--- src/hw/rtl/pah_pkg.sv ---
package pah_pkg;

    localparam int MAX_PUMPS = 8;
    localparam int LEAD_W    = 3;
    localparam int CNT_W     = 4;
    localparam int MASK_W    = 8;
    localparam int LVL_W     = 8;
    localparam int ADDR_W    = 4;
    localparam int DATA_W    = 32;

    typedef enum logic [1:0] {
        REQ_START = 2'd0,
        REQ_EVENT = 2'd1,
        REQ_ON    = 2'd2,
        REQ_OFF   = 2'd3
    } t_req;

    typedef enum logic [1:0] {
        REG_PUMP_COUNT = 2'd0,
        REG_LOW_THRESH = 2'd1,
        REG_HIGH_THRESH = 2'd2,
        REG_AUTO_MODE  = 2'd3
    } t_reg_idx;

    typedef struct packed {
        logic [CNT_W-1:0] pump_count;
        logic [LVL_W-1:0] thresh_lo;
        logic [LVL_W-1:0] thresh_hi;
        logic             auto_mode;
    } t_cfg;

    typedef struct packed {
        logic              start;
        logic [LEAD_W-1:0] lead;
        logic [CNT_W-1:0]  installed;
        logic [MASK_W-1:0] broken_mask;
    } t_rot_req;

    typedef struct packed {
        logic              done;
        logic              none_found;
        logic [LEAD_W-1:0] lead;
    } t_rot_rsp;

endpackage

--- src/hw/rtl/pah_if.sv ---
interface pah_in_if;
    logic       valid;
    logic       ready;
    logic [1:0] req_type;
    logic       comparator_high;
    logic [7:0] broken_mask;

    modport source (output valid, req_type, comparator_high, broken_mask, input ready);
    modport sink   (input valid, req_type, comparator_high, broken_mask, output ready);
endinterface

interface pah_out_if;
    logic       valid;
    logic       ready;
    logic [7:0] pump_on_mask;
    logic [7:0] ref_level;
    logic       edge_falling;
    logic       phase_falling;
    logic [2:0] lead_pump;
    logic       no_healthy_pump;

    modport source (output valid, pump_on_mask, ref_level, edge_falling, phase_falling,
                    lead_pump, no_healthy_pump, input ready);
    modport sink   (input valid, pump_on_mask, ref_level, edge_falling, phase_falling,
                    lead_pump, no_healthy_pump, output ready);
endinterface

--- src/hw/rtl/pump_alternator_hysteresis_top.sv ---
// Pump alternator with pressure hysteresis.
// Input channel i_item carries one request per item: start, comparator event,
// manual on or manual off, plus the sampled comparator level and the broken mask.
// Output channel o_result returns exactly one item per request, holding the
// pump drive mask, comparator reference, armed edge, phase, lead pump and the
// no-healthy-pump flag as they stand after the request.
// Config sits on an APB-style port (pump count, low/high threshold, auto mode);
// write it only while the block is idle. pready is tied high.
// The result is registered and valid once the state reaches S_OUT. A
// comparator event that ends the rising phase (auto mode, two or more pumps
// installed) first rotates the lead pump through a search unit that tests one
// candidate pump per cycle. One item at a time: i_item.ready is high only in
// idle, so a new item is taken only after the last result has been accepted.
// When the receiver stalls the result holds steady and no new item is taken.
// Reset (synchronous, active low) clears phase, lead, pump drive and reference
// to zero and restores register defaults (high threshold 255).
module pump_alternator_hysteresis_top
    import pah_pkg::*;
(
    input  logic              i_clk,
    input  logic              i_rst_n,
    pah_in_if.sink            i_item,
    pah_out_if.source         o_result,
    input  logic              psel,
    input  logic              penable,
    input  logic              pwrite,
    input  logic [ADDR_W-1:0] paddr,
    input  logic [DATA_W-1:0] pwdata,
    output logic [DATA_W-1:0] prdata,
    output logic              pready
);

    typedef enum logic [2:0] {
        S_IDLE   = 3'b001,
        S_SEARCH = 3'b010,
        S_OUT    = 3'b100
    } t_state;

    t_cfg     w_cfg;
    t_rot_req w_rot_req;
    t_rot_rsp w_rot_rsp;

    t_state            r_state, n_state;
    logic              r_phase, n_phase;
    logic [LEAD_W-1:0] r_lead, n_lead;
    logic              r_running, n_running;
    logic [LVL_W-1:0]  r_ref, n_ref;
    logic              r_flag, n_flag;

    logic [CNT_W-1:0]  w_installed;
    logic              w_accept;
    logic              w_rotate;
    t_req              w_req;

    pah_apb_regs u_regs (
        .i_clk   (i_clk),
        .i_rst_n (i_rst_n),
        .psel    (psel),
        .penable (penable),
        .pwrite  (pwrite),
        .paddr   (paddr),
        .pwdata  (pwdata),
        .prdata  (prdata),
        .pready  (pready),
        .o_cfg   (w_cfg)
    );

    pah_rotate u_rotate (
        .i_clk   (i_clk),
        .i_rst_n (i_rst_n),
        .i_req   (w_rot_req),
        .o_rsp   (w_rot_rsp)
    );

    // saturate the pump count at the supported maximum
    assign w_installed = (w_cfg.pump_count > CNT_W'(MAX_PUMPS)) ? CNT_W'(MAX_PUMPS)
                                                                 : w_cfg.pump_count;

    assign i_item.ready = (r_state == S_IDLE);
    assign w_accept     = i_item.valid && i_item.ready;
    assign w_req        = t_req'(i_item.req_type);

    always_comb begin
        n_state   = r_state;
        n_phase   = r_phase;
        n_lead    = r_lead;
        n_running = r_running;
        n_ref     = r_ref;
        n_flag    = r_flag;
        w_rotate  = 1'b0;

        case (r_state)
            S_IDLE: begin
                if (w_accept) begin
                    n_flag  = 1'b0;
                    n_state = S_OUT;
                    case (w_req)
                        REQ_START: begin
                            n_running = 1'b0;
                            if (w_cfg.auto_mode) begin
                                if (i_item.comparator_high) begin
                                    n_phase = 1'b1;
                                    n_ref   = w_cfg.thresh_lo;
                                end else begin
                                    n_phase   = 1'b0;
                                    n_ref     = w_cfg.thresh_hi;
                                    n_running = 1'b1;
                                end
                            end
                        end
                        REQ_EVENT: begin
                            if (w_cfg.auto_mode) begin
                                if (!r_phase) begin
                                    // rising -> falling: stop and, with two or more pumps, hand over the lead
                                    n_phase   = 1'b1;
                                    n_ref     = w_cfg.thresh_lo;
                                    n_running = 1'b0;
                                    if (w_installed >= CNT_W'(2)) begin
                                        w_rotate = 1'b1;
                                        n_state  = S_SEARCH;
                                    end
                                end else begin
                                    n_phase   = 1'b0;
                                    n_ref     = w_cfg.thresh_hi;
                                    n_running = 1'b1;
                                end
                            end
                        end
                        REQ_ON: begin
                            if (!w_cfg.auto_mode) begin
                                n_running = 1'b1;
                            end
                        end
                        REQ_OFF: begin
                            if (!w_cfg.auto_mode) begin
                                n_running = 1'b0;
                            end
                        end
                        default: ;
                    endcase
                end
            end
            S_SEARCH: begin
                if (w_rot_rsp.done) begin
                    n_state = S_OUT;
                    if (w_rot_rsp.none_found) begin
                        n_flag = 1'b1;  // every pump broken: keep the lead
                    end else begin
                        n_lead = w_rot_rsp.lead;
                    end
                end
            end
            S_OUT: begin
                if (o_result.ready) begin
                    n_state = S_IDLE;
                end
            end
            default: n_state = S_IDLE;
        endcase
    end

    assign w_rot_req.start       = w_rotate;
    assign w_rot_req.lead        = r_lead;
    assign w_rot_req.installed   = w_installed;
    assign w_rot_req.broken_mask = i_item.broken_mask;

    always_ff @(posedge i_clk) begin
        if (!i_rst_n) begin
            r_state   <= S_IDLE;
            r_phase   <= 1'b0;
            r_lead    <= '0;
            r_running <= 1'b0;
            r_ref     <= '0;
            r_flag    <= 1'b0;
        end else begin
            r_state   <= n_state;
            r_phase   <= n_phase;
            r_lead    <= n_lead;
            r_running <= n_running;
            r_ref     <= n_ref;
            r_flag    <= n_flag;
        end
    end

    // the user must keep config stable while busy (unchecked here); the drive mask is formed from live state
    assign o_result.valid           = (r_state == S_OUT);
    assign o_result.pump_on_mask    = (r_running && ({1'b0, r_lead} < w_installed))
                                      ? (MASK_W'(1) << r_lead) : '0;
    assign o_result.ref_level       = r_ref;
    assign o_result.edge_falling    = r_phase;
    assign o_result.phase_falling   = r_phase;
    assign o_result.lead_pump       = r_lead;
    assign o_result.no_healthy_pump = r_flag;

endmodule

--- src/hw/rtl/pah_apb_regs.sv ---
module pah_apb_regs
    import pah_pkg::*;
(
    input  logic              i_clk,
    input  logic              i_rst_n,
    input  logic              psel,
    input  logic              penable,
    input  logic              pwrite,
    input  logic [ADDR_W-1:0] paddr,
    input  logic [DATA_W-1:0] pwdata,
    output logic [DATA_W-1:0] prdata,
    output logic              pready,
    output t_cfg              o_cfg
);

    t_cfg     r_cfg;
    t_reg_idx w_idx;
    logic     w_wr;

    assign w_idx  = t_reg_idx'(paddr[ADDR_W-1:2]);
    assign w_wr   = psel && penable && pwrite;
    assign pready = 1'b1;
    assign o_cfg  = r_cfg;

    always_ff @(posedge i_clk) begin
        if (!i_rst_n) begin
            r_cfg.pump_count <= '0;
            r_cfg.thresh_lo  <= '0;
            r_cfg.thresh_hi  <= '1;
            r_cfg.auto_mode  <= 1'b0;
        end else if (w_wr) begin
            case (w_idx)
                REG_PUMP_COUNT:  r_cfg.pump_count <= pwdata[CNT_W-1:0];
                REG_LOW_THRESH:  r_cfg.thresh_lo  <= pwdata[LVL_W-1:0];
                REG_HIGH_THRESH: r_cfg.thresh_hi  <= pwdata[LVL_W-1:0];
                REG_AUTO_MODE:   r_cfg.auto_mode  <= pwdata[0];
                default: ;
            endcase
        end
    end

    always_comb begin
        prdata = '0;
        case (w_idx)
            REG_PUMP_COUNT:  prdata[CNT_W-1:0] = r_cfg.pump_count;
            REG_LOW_THRESH:  prdata[LVL_W-1:0] = r_cfg.thresh_lo;
            REG_HIGH_THRESH: prdata[LVL_W-1:0] = r_cfg.thresh_hi;
            REG_AUTO_MODE:   prdata[0]         = r_cfg.auto_mode;
            default:         prdata            = '0;
        endcase
    end

endmodule

--- src/hw/rtl/pah_rotate.sv ---
module pah_rotate
    import pah_pkg::*;
(
    input  logic     i_clk,
    input  logic     i_rst_n,
    input  t_rot_req i_req,
    output t_rot_rsp o_rsp
);

    logic              r_busy;
    logic [CNT_W-1:0]  r_cand;
    logic [CNT_W-1:0]  r_k;
    logic [CNT_W-1:0]  r_n;
    logic [MASK_W-1:0] r_mask;
    logic [CNT_W-1:0]  w_next;
    logic              w_healthy;
    logic              w_last;

    // one candidate per cycle, wrapping at the installed count
    always_comb begin
        w_next = r_cand + CNT_W'(1);
        if (w_next >= r_n) begin
            w_next = '0;
        end
    end

    assign w_healthy = !r_mask[w_next[LEAD_W-1:0]];
    assign w_last    = (r_k + CNT_W'(1)) == r_n;

    always_ff @(posedge i_clk) begin
        if (!i_rst_n) begin
            r_busy <= 1'b0;
        end else if (i_req.start) begin
            r_busy <= 1'b1;
        end else if (r_busy && (w_healthy || w_last)) begin
            r_busy <= 1'b0;
        end
    end

    always_ff @(posedge i_clk) begin
        if (i_req.start) begin
            r_cand <= {1'b0, i_req.lead};
            r_k    <= '0;
            r_n    <= i_req.installed;
            r_mask <= i_req.broken_mask;
        end else if (r_busy) begin
            r_cand <= w_next;
            r_k    <= r_k + CNT_W'(1);
        end
    end

    assign o_rsp.done       = r_busy && (w_healthy || w_last);
    assign o_rsp.none_found = !w_healthy;
    assign o_rsp.lead       = w_next[LEAD_W-1:0];

endmodule
--- src/flat_wrapper.sv ---
// flat-port wrapper written by rule: the top's interface ports become plain ports
module pump_alternator_hysteresis_top_flat import pah_pkg::*;
  (i_clk, i_rst_n, psel, penable, pwrite, paddr, pwdata, prdata, pready, i_item_valid, i_item_req_type, i_item_comparator_high, i_item_broken_mask, i_item_ready, o_result_valid, o_result_pump_on_mask, o_result_ref_level, o_result_edge_falling, o_result_phase_falling, o_result_lead_pump, o_result_no_healthy_pump, o_result_ready);
  pah_in_if i_item_i ();
  pah_out_if o_result_i ();
  input  logic i_clk;
  input  logic i_rst_n;
  input  logic psel;
  input  logic penable;
  input  logic pwrite;
  input  logic [ADDR_W-1:0] paddr;
  input  logic [DATA_W-1:0] pwdata;
  output logic [DATA_W-1:0] prdata;
  output logic pready;
  input wire logic [$bits(i_item_i.valid)-1:0] i_item_valid;
  input wire logic [$bits(i_item_i.req_type)-1:0] i_item_req_type;
  input wire logic [$bits(i_item_i.comparator_high)-1:0] i_item_comparator_high;
  input wire logic [$bits(i_item_i.broken_mask)-1:0] i_item_broken_mask;
  output wire logic [$bits(i_item_i.ready)-1:0] i_item_ready;
  output wire logic [$bits(o_result_i.valid)-1:0] o_result_valid;
  output wire logic [$bits(o_result_i.pump_on_mask)-1:0] o_result_pump_on_mask;
  output wire logic [$bits(o_result_i.ref_level)-1:0] o_result_ref_level;
  output wire logic [$bits(o_result_i.edge_falling)-1:0] o_result_edge_falling;
  output wire logic [$bits(o_result_i.phase_falling)-1:0] o_result_phase_falling;
  output wire logic [$bits(o_result_i.lead_pump)-1:0] o_result_lead_pump;
  output wire logic [$bits(o_result_i.no_healthy_pump)-1:0] o_result_no_healthy_pump;
  input wire logic [$bits(o_result_i.ready)-1:0] o_result_ready;
  assign i_item_i.valid = i_item_valid;
  assign i_item_i.req_type = i_item_req_type;
  assign i_item_i.comparator_high = i_item_comparator_high;
  assign i_item_i.broken_mask = i_item_broken_mask;
  assign i_item_ready = i_item_i.ready;
  assign o_result_valid = o_result_i.valid;
  assign o_result_pump_on_mask = o_result_i.pump_on_mask;
  assign o_result_ref_level = o_result_i.ref_level;
  assign o_result_edge_falling = o_result_i.edge_falling;
  assign o_result_phase_falling = o_result_i.phase_falling;
  assign o_result_lead_pump = o_result_i.lead_pump;
  assign o_result_no_healthy_pump = o_result_i.no_healthy_pump;
  assign o_result_i.ready = o_result_ready;
  pump_alternator_hysteresis_top u_core (.i_clk(i_clk), .i_rst_n(i_rst_n), .i_item(i_item_i), .o_result(o_result_i), .psel(psel), .penable(penable), .pwrite(pwrite), .paddr(paddr), .pwdata(pwdata), .prdata(prdata), .pready(pready));
endmodule
--- config.mk ---
export PLATFORM = sky130hd
export DESIGN_NAME = pump_alternator_hysteresis_top_flat
export DESIGN_NICKNAME = d
export VERILOG_FILES = /design/src/hw/rtl/pah_pkg.sv /design/src/hw/rtl/pah_if.sv /design/src/hw/rtl/pump_alternator_hysteresis_top.sv /design/src/hw/rtl/pah_apb_regs.sv /design/src/hw/rtl/pah_rotate.sv /design/src/flat_wrapper.sv
export SDC_FILE = /design/constraint.sdc
export NUM_CORES = 1
export LEC_CHECK = 0
export ABC_AREA = 1
export BUFFER_PORTS_ARGS = -buffer_cell sky130_fd_sc_hd__buf_2
export CAP_MARGIN = 20
export CORE_MARGIN = 2
export CORE_UTILIZATION = 46
export CTS_CLUSTER_SIZE = 40
export DETAILED_ROUTE_END_ITERATION = 16
export HOLD_SLACK_MARGIN = 0.02
export PLACE_DENSITY = 0.82
export SLEW_MARGIN = 20
export SYNTH_ARGS = -nofsm -noshare
export SYNTH_HDL_FRONTEND = slang
export SYNTH_SLANG_ARGS = --single-unit
export TNS_END_PERCENT = 1
--- constraint.sdc ---
create_clock -name i_clk -period 2.1 [get_ports i_clk]
set_clock_uncertainty 0.1 [all_clocks]
set_input_delay 0.105 -clock i_clk [delete_from_list [all_inputs] [get_ports i_clk]]
set_output_delay 0.105 -clock i_clk [all_outputs]
set_load 0.01 [all_outputs]
==> results by group, run 1 <==
GRT
  – Total global routing track utilization: 0.2269
  – Pin count of the biggest net entering global routing: 28
  – Global-route wire length before repair: 13.90 mm
  – Total overflow reported by the global router: 0
  – Most utilized layer in the global route result: met2
  – Met3 track demand over resource in global routing: 0.05910
  – Vias in the first global route: 3056
  – Fraction of met1 tracks used by global routing: 0.2753
  – Met2 routing resource usage after global routing: 0.3872
  – Number of antenna violations at the first check in global routing: 0

Route
  – Total Wirelength: slightly above 9 mm
  – Detail-routed net length per standard cell: around 15 µm
  – DRC violation total after the first TritonRoute iteration: 215
  – Mean number of vias per cell: approximately 5.2
  – Remaining design rule violation count: 0
  – Number of nets still failing antenna checks after routing: 0
  – Detailed-route via count: 3353
  – Number of optimization iterations in the first detailed-route pass: 5

Cells and area
  – Most frequent standard cell in the layout excluding fill and tap cells: nand2_1
  – Total inserted antenna cells: 0
  – Fin cells: 641
  – Net count of the finished layout: 603
  – Layout cells sized above 1: 0.2657
  – Commonest cells after routing, fill and taps aside: nand2_1 (69), inv_1 (65), buf_2 (59), a21oi_1 (43), dfxtp_1 (41)
  – Area added between synthesis and finish: 27.87%

Power
  – Static leakage: 2.074 nW
  – Total power divided by cell area: 617.6 mW/mm²
  – Switching Power: 0.7443 mW
  – Portion of total power attributed to the clock network: 0.398
  – Highest ir drop seen on vdd: 398.9 µV
  – Sequential fraction of design power: 0.459
  – Total power of the final layout: about 2.6 mW
  – Power Internal: 1.894 mW
  – Net switching share of the total power: 0.2822
  – Logic gate share of total power: 0.142

Yosys
  – Mapped Avg Cell Area: 7.524 µm²
  – Count of unique library cells instantiated by Yosys: 36
  – Cell area after synthesis: between 0.003 and 0.004 mm²
  – Synthesis-stage register bit count: 59
  – Portion of the post-synthesis area used by sequential elements: 0.3985
  – Post-synthesis instance total: 444
  – Top cell type by total area after synthesis: dfxtp_1
  – Yosys synthesis warning count: 0
  – Fraction of post-synthesis cell area in the top cell type by area: 0.2637
  – Cells taking the most area after synthesis: dfxtp_1 (26%), edfxtp_1 (13%), nand2_1 (8.8%)

Critical path
  – Data required time at the worst endpoint: 2.28 ns
  – Worst path buffer plus inverter count: 2
  – Slowest stage cell on the critical path: edfxtp_1
  – Critical path launch point type: flop
  – Family with the most delay on the worst path: simple AND/OR/NAND/NOR gates
  – Most prevalent standard cell on the critical path: nand2_1
  – Worst stage delay on the critical path: between 0.4 and 0.5 ns
  – Largest fanout of any net on the critical path: 4
  – Arr. time, crit path: approximately 2.7 ns
  – CP Cell Sequence: ha_2 -> ha_1 -> nand2_1 -> nand2_1 -> nand2_1 -> nand4_1 -> buf_6 -> inv_4 -> nand2_2 -> nand2_1 -> nand3_2 -> nand3_2 -> nand2_2 -> nand2_2 -> nand3_2 -> a21oi_2
  – Class of the most critical setup path: flop to flop
  – Category of the worst setup path capture point: flop

Min path
  – Min-delay worst type: input pin to flop

Clock network
  – Worst skew pair latency: around 0.35 ns
  – Total number of H-tree levels: 3
  – Total clock sinks: 59
  – Number of CTS-inserted buffers: 9
  – CTS tree: built
  – CTS root buffer: clkbuf_8
  – CTS Buffer Depth: 2
  – Clock slew at the register clock pins of the worst setup and hold paths: 0.08 ns

Place
  – Routability congestion estimate: 0.8725
  – Port Buffer Count: approximately 60
  – Inst Count DP: 600
  – Placed wire-length estimate after detailed placement: between 6 and 7 mm

STA
  – Accumulated negative setup slack: -3.246 ns
  – Final hold vios: 0
  – Min setup slack post-route: -0.4598 ns
  – Count of final max-slew check failures: 0
  – Final period utilization: 1.219
  – Total setup violations reported at the end of the flow: 16
  – Unrepaired setup endpoints after global routing: true
  – Min Tclk post-route: ~2.6 ns
  – Final-layout worst hold slack: 0.1074 ns
  – Max Clock Freq: 0.3907 GHz

Run status
  – Violations in the final reports: negative setup slack
  – Outcome: complete, but fails checks

Floorplan
  – Overall die area: 0.007960 mm²
  – Starting Density: 0.4681
  – Die boundary height: 89.22 µm
  – Die X-Extent: approximately 89 µm
  – I/O pin count: between 100 and 150
  – Count of standard-cell rows: 31
  – Core box area: 0.007137 mm²

Run
  – Max-Cap Viols: 0
## state kept, by name (all words and copies together), names as in the netlist, 3 cells and up
signal,cells
u_core.o_result.lead_pump,3
u_core.o_result.ref_level,8
u_core.r_state,3
u_core.u_regs.o_cfg,21
u_core.u_rotate.r_cand,4
u_core.u_rotate.r_k,4
u_core.u_rotate.r_mask,8
u_core.u_rotate.r_n,4
## stage by stage
step / setup slack (ns) / instance area [µm²] / utilization
global placement: -0.1850 / 3705 / 0.5191
CTS: -0.3065 / 4173 / 0.5847
floorplan: -0.1430 / 3430 / -
detailed placement: -0.3486 / 3705 / 0.5191
finish: -0.4598 / 4272 / 0.5985
global route: -0.5855 / 4272 / 0.5985
## worst paths after layout
path / from / endpoint / slack [ns] / cells past startpoint
worst max-delay path: u_core.u_rotate.r_cand[1] / u_core.r_state[2] / -0.46 / 16
worst min-delay path: penable / u_core.u_regs.o_cfg[0] / 0.11 / 4
worst max register to register: u_core.u_rotate.r_cand[1] / u_core.r_state[2] / -0.46 / 16
worst min register to register: u_core.r_running / u_core.r_running / 0.37 / 2
## power by group through the flow
stage	Combinational (mW)	Sequential, mW	Clock [mW]
floorplan	0.249	1.23	0
global placement	0.307	1.24	0
detailed placement	0.317	1.24	0
CTS	0.352	1.21	1.05
global route	0.414	1.22	1.10
finish	0.375	1.21	1.05
## cell type report
type,count,area [µm²]
Timing Repair Buffer,102,666.9
Clock inverter,6,66.31
Clock buffer,10,127.6
Inverter,71,269.0
Sequential cell,59,1335
Tap cell,99,123.9
Fill cell,605,2865
Multi-Input combinational cell,294,1683
## cells by family (layout without fill, tap and decap cells)
| kind of cell | count (synthesis) | count (layout) | synth area share |
|---|---|---|---|
| DFF | 59 | 59 | 0.3985 |
| adders and majority gates | 12 | 12 | 0.04494 |
| AOI/OAI and AO/OA | 106 | 106 | 0.1775 |
| xor gates and xnor gates | 7 | 7 | 0.01835 |
| other | 2 | 25 | 0.002248 |
| and+or+nand+nor | 143 | 143 | 0.1921 |
| muxes | 1 | 1 | 0.002996 |
| buffers and inverters | 114 | 189 | 0.1633 |
## what timing repair did
| action | CTS | global route |
|---|---|---|
| hold buffers | 18 | 0 |
| pin swaps | 9 | 14 |
| setup buffers | 5 | 2 |
| setup endpoints to repair | 15 | 18 |
| resized for setup | 18 | 22 |
| endpoints found under the hold margin | 30 | 0 |
## synth_stat cells, drive strengths merged
cell type	n
clkbuf	12
dfxtp	44
a21oi	47
o22ai	1
nand3	21
inv	71
nor2	31
o221ai	2
o211ai	9
o211a	1
mux2i	1
nor3	3
edfxtp	15
xor2	5
o21ai	37
ha	12
xnor2	2
o21a	1
conb	2
buf	31
a31oi	7
a221oi	1
nand4	7
nor3b	1
nand2	79
or2	1
## worst min-delay path: stages
cell and delay [ns]:
buf_2 0.10, nand3_1 0.10, o21ai_0 0.10, a21oi_1 0.12
## per-layer routing
metal	vias to the layer above	routed length (µm)
met5	-	0
met4	0	313
met3	40	644
met2	160	4646
met1	1567	3728
li1	1586	-
No activity file was read; power rests on OpenSTA's default activity.
==> run 2, diff against run 1 <==
- CORE_ASPECT_RATIO: not set -> 1.75
- SKIP_LAST_GASP: not set -> 1
==> run 2 against run 1 <==
  * The run still ends with negative setup slack left
  * Non-clock buffer count rose by 5
  * Critical endpoint is now u_core.o_result.lead_pump[0]
  * Worst hold slack got worse by 0.012 ns
  * Largest power group is now clock
  * Critical path depth fell by 1
  * First-iteration DRC count fell by 27%
  * Highest routed layer unchanged
  * Via count rose by 0.51%
  * Critical path type unchanged
  * Sequential share of layout area fell by 0.66 points
  * Die area rose by 0.34%
==> results by group, run 2 (same netlist as run 1, synthesis figures left out) <==
Clock network
  – CTS root buffer: clkbuf_16
  – CTS tree: built
  – Number of CTS-inserted buffers: 9 (unchanged)
  – Total number of H-tree levels: 3 (unchanged)
  – CTS Buffer Depth: 2 (unchanged)
  – Total clock sinks: 59 (unchanged)
  – Worst skew pair latency: 0.33 ns (-0.02 ns)
  – Clock slew at the register clock pins of the worst setup and hold paths: 0.05 ns (-0.03 ns)

Route
  – Detailed-route via count: 3370 (+0.51%)
  – Remaining design rule violation count: 0 (unchanged)
  – Total Wirelength: 9.552 mm (+2.4%)
  – Mean number of vias per cell: 5.324 (+1.8%)
  – DRC violation total after the first TritonRoute iteration: 158 (-27%)
  – Number of nets still failing antenna checks after routing: 0 (unchanged)
  – Number of optimization iterations in the first detailed-route pass: 7 (+2)
  – Detail-routed net length per standard cell: 15.09 µm (+3.7%)

Critical path
  – Data required time at the worst endpoint: 2.22 ns (-0.06 ns)
  – Reg2Reg Capture Point: u_core.o_result.lead_pump[0]
  – Critical path launch point type: flop
  – Largest fanout of any net on the critical path: 4 (unchanged)
  – Reg-to-reg startpoint: u_core.u_rotate.r_cand[0]
  – Arr. time, crit path: 2.69 ns (-0.05 ns)
  – Category of the worst setup path capture point: flop
  – Class of the most critical setup path: flop to flop
  – Register-to-register path setup slack: -0.47 ns (about the same)
  – Worst reg2reg path depth: 15 (-1)

Run status
  – Violations in the final reports: negative setup slack
  – Outcome: complete, but fails checks

GRT
  – Total global routing track utilization: 0.2517 (+0.02476)
  – Number of antenna violations at the first check in global routing: 0 (unchanged)
  – Pin count of the biggest net entering global routing: 22 (-21%)
  – Global-route wire length before repair: 14.78 mm (+6.4%)
  – Vias in the first global route: 3296 (+7.9%)
  – Total overflow reported by the global router: 0 (unchanged)

STA
  – Final-layout worst hold slack: 0.09489 ns (-0.01246 ns)
  – Max transition margin: 0.6562
  – Min Tclk post-route: 2.572 ns (+0.01187 ns)
  – Final hold vios: 0 (unchanged)
  – Min setup slack post-route: -0.4716 ns (-0.01187 ns)
  – Final period utilization: 1.225 (+0.005652)
  – Total setup violations reported at the end of the flow: 15 (-1)
  – Max Clock Freq: 0.3889 GHz (-0.46%)
  – Unrepaired setup endpoints after global routing: true
  – Count of final max-slew check failures: 0 (unchanged)
  – Least-Margin Pin Slew: 0.5145 ns
  – Accumulated negative setup slack: -4.461 ns (-1.215 ns)

Floorplan
  – Die X-Extent: 68.42 µm (-23%)
  – Starting Density: 0.4685 (about the same)
  – Overall die area: 0.007987 mm² (+0.34%)
  – Count of standard-cell rows: 41 (+32%)
  – I/O pin count: 111 (unchanged)
  – Core box area: 0.007131 mm² (about the same)
  – Die boundary height: 116.7 µm (+31%)

Min path
  – End point of the worst hold path: u_core.r_running
  – Min-delay worst type: input pin to flop
  – Cells on Worst Hold Path: 4 (unchanged)
  – Hold Crit Start: i_item_req_type[0]

Cells and area
  – Layout cells sized above 1: 0.2395 (-0.02619)
  – Area added between synthesis and finish: 30.26%
  – Most frequent standard cell in the layout excluding fill and tap cells: nand2_1
  – Total inserted antenna cells: 0 (unchanged)
  – Number of filler cells placed in the layout: 605 (unchanged)
  – Net count of the finished layout: 608 (+0.83%)
  – Number of flip-flops in the largest register: 21 (unchanged)
  – Commonest cells after routing, fill and taps aside: nand2_1 (73), inv_1 (68), buf_2 (59), a21oi_1 (45), dfxtp_1 (44)

Place
  – Routability congestion estimate: 0.9221 (+5.7%)
  – Port Buffer Count: 59 (unchanged)
  – Placed wire-length estimate after detailed placement: 6.560 mm (+8.1%)
  – Post-Place Setup Slack: -0.3264 ns (+0.02228 ns)

Run
  – Max-Cap Viols: 0 (unchanged)

Power
  – Highest ir drop seen on vdd: 678.4 µV (+70%)
  – Total power divided by cell area: 694.8 mW/mm² (+12%)
  – Total power of the final layout: 3.023 mW (+15%)
  – Static leakage: 2.129 nW (+2.7%)
-- run 2: cell types whose count changed in the layout (fill, tap and decap cells not counted), sizes merged --
| cell | change |
|---|---|
| dlygate4sd3 | +1 |
| clkbuf | +4 |
| buf | +4 |
| clkinv | -4 |
-- run 2: cell type report --
type / count / area [µm²] / share of cell area
multi-input combinational: 294 / 1642 / 0.3772
tap: 86 / 107.6 / 0.02473
timing repair buffer: 107 / 715.7 / 0.1645
clock buffer: 14 / 254.0 / 0.05837
clock inverter: 2 / 35.03 / 0.008051
sequential: 59 / 1331 / 0.3059
inverter: 71 / 266.5 / 0.06124
-- run 2: worst max path at each step --
stage / startpoint / to / slack, ns
4_1_cts: u_core.u_rotate.r_cand[0] / u_core.o_result.no_healthy_pump / -0.26
3_3_place_gp: u_core.u_rotate.r_cand[0] / u_core.r_state[2] / -0.22
3_5_place_dp: u_core.u_rotate.r_cand[0] / u_core.o_result.no_healthy_pump / -0.33
5_1_grt: u_core.u_rotate.r_cand[0] / u_core.r_state[2] / -0.59
6_report: u_core.u_rotate.r_cand[0] / u_core.o_result.lead_pump[0] / -0.47
2_1_floorplan: u_core.u_rotate.r_cand[0] / u_core.o_result.lead_pump[0] / -0.14
-- run 2: through the flow --
| step | cells | util | instance area, µm² |
|---|---|---|---|
| after floorplan | 467 | - | 3430 |
| after global placement | 590 | 0.5222 | 3724 |
| after detailed placement | 590 | 0.5222 | 3724 |
| after CTS | 630 | 0.6019 | 4292 |
| after global routing | 633 | 0.6103 | 4352 |
| final | 633 | 0.6103 | 4352 |
-- run 2: critical path: stages (launching register included) --
cell,delay [ns]
edfxtp_1,0.42
ha_2,0.23
xor2_2,0.15
ha_1,0.28
nand2_1,0.06
inv_2,0.11
nand2_2,0.06
nand4_1,0.19
inv_1,0.10
buf_4,0.14
buf_4,0.12
buf_4,0.12
buf_4,0.12
buf_4,0.12
o21ai_2,0.10
a21oi_1,0.04
-- run 2: timing repair --
| action | CTS | global route |
|---|---|---|
| hold endpoints to repair | 32 | 0 |
| resized for setup | 13 | 8 |
| hold buffers | 19 | 0 |
| setup endpoints to repair | 15 | 18 |
| setup buffers | 5 | 3 |
| pin swaps | 11 | 5 |
-- run 2: per-layer routing --
metal  vias up  global-route usage  part of all wire
met5         -                   0                 0
met4         0              0.1613             0.050
met3        44             0.05395             0.049
met2       165              0.4641              0.56
met1      1565              0.2382              0.34
li1       1596                   -                 -
-- run 2: report_power, final --
| group | switching, mW | total [mW] | internal (mW) |
|---|---|---|---|
| combinational | 0.221 | 0.378 | 0.157 |
| clock | 0.481 | 1.43 | 0.948 |
| sequential | 0.0226 | 1.22 | 1.19 |
| total | 0.724 | 3.02 | 2.30 |
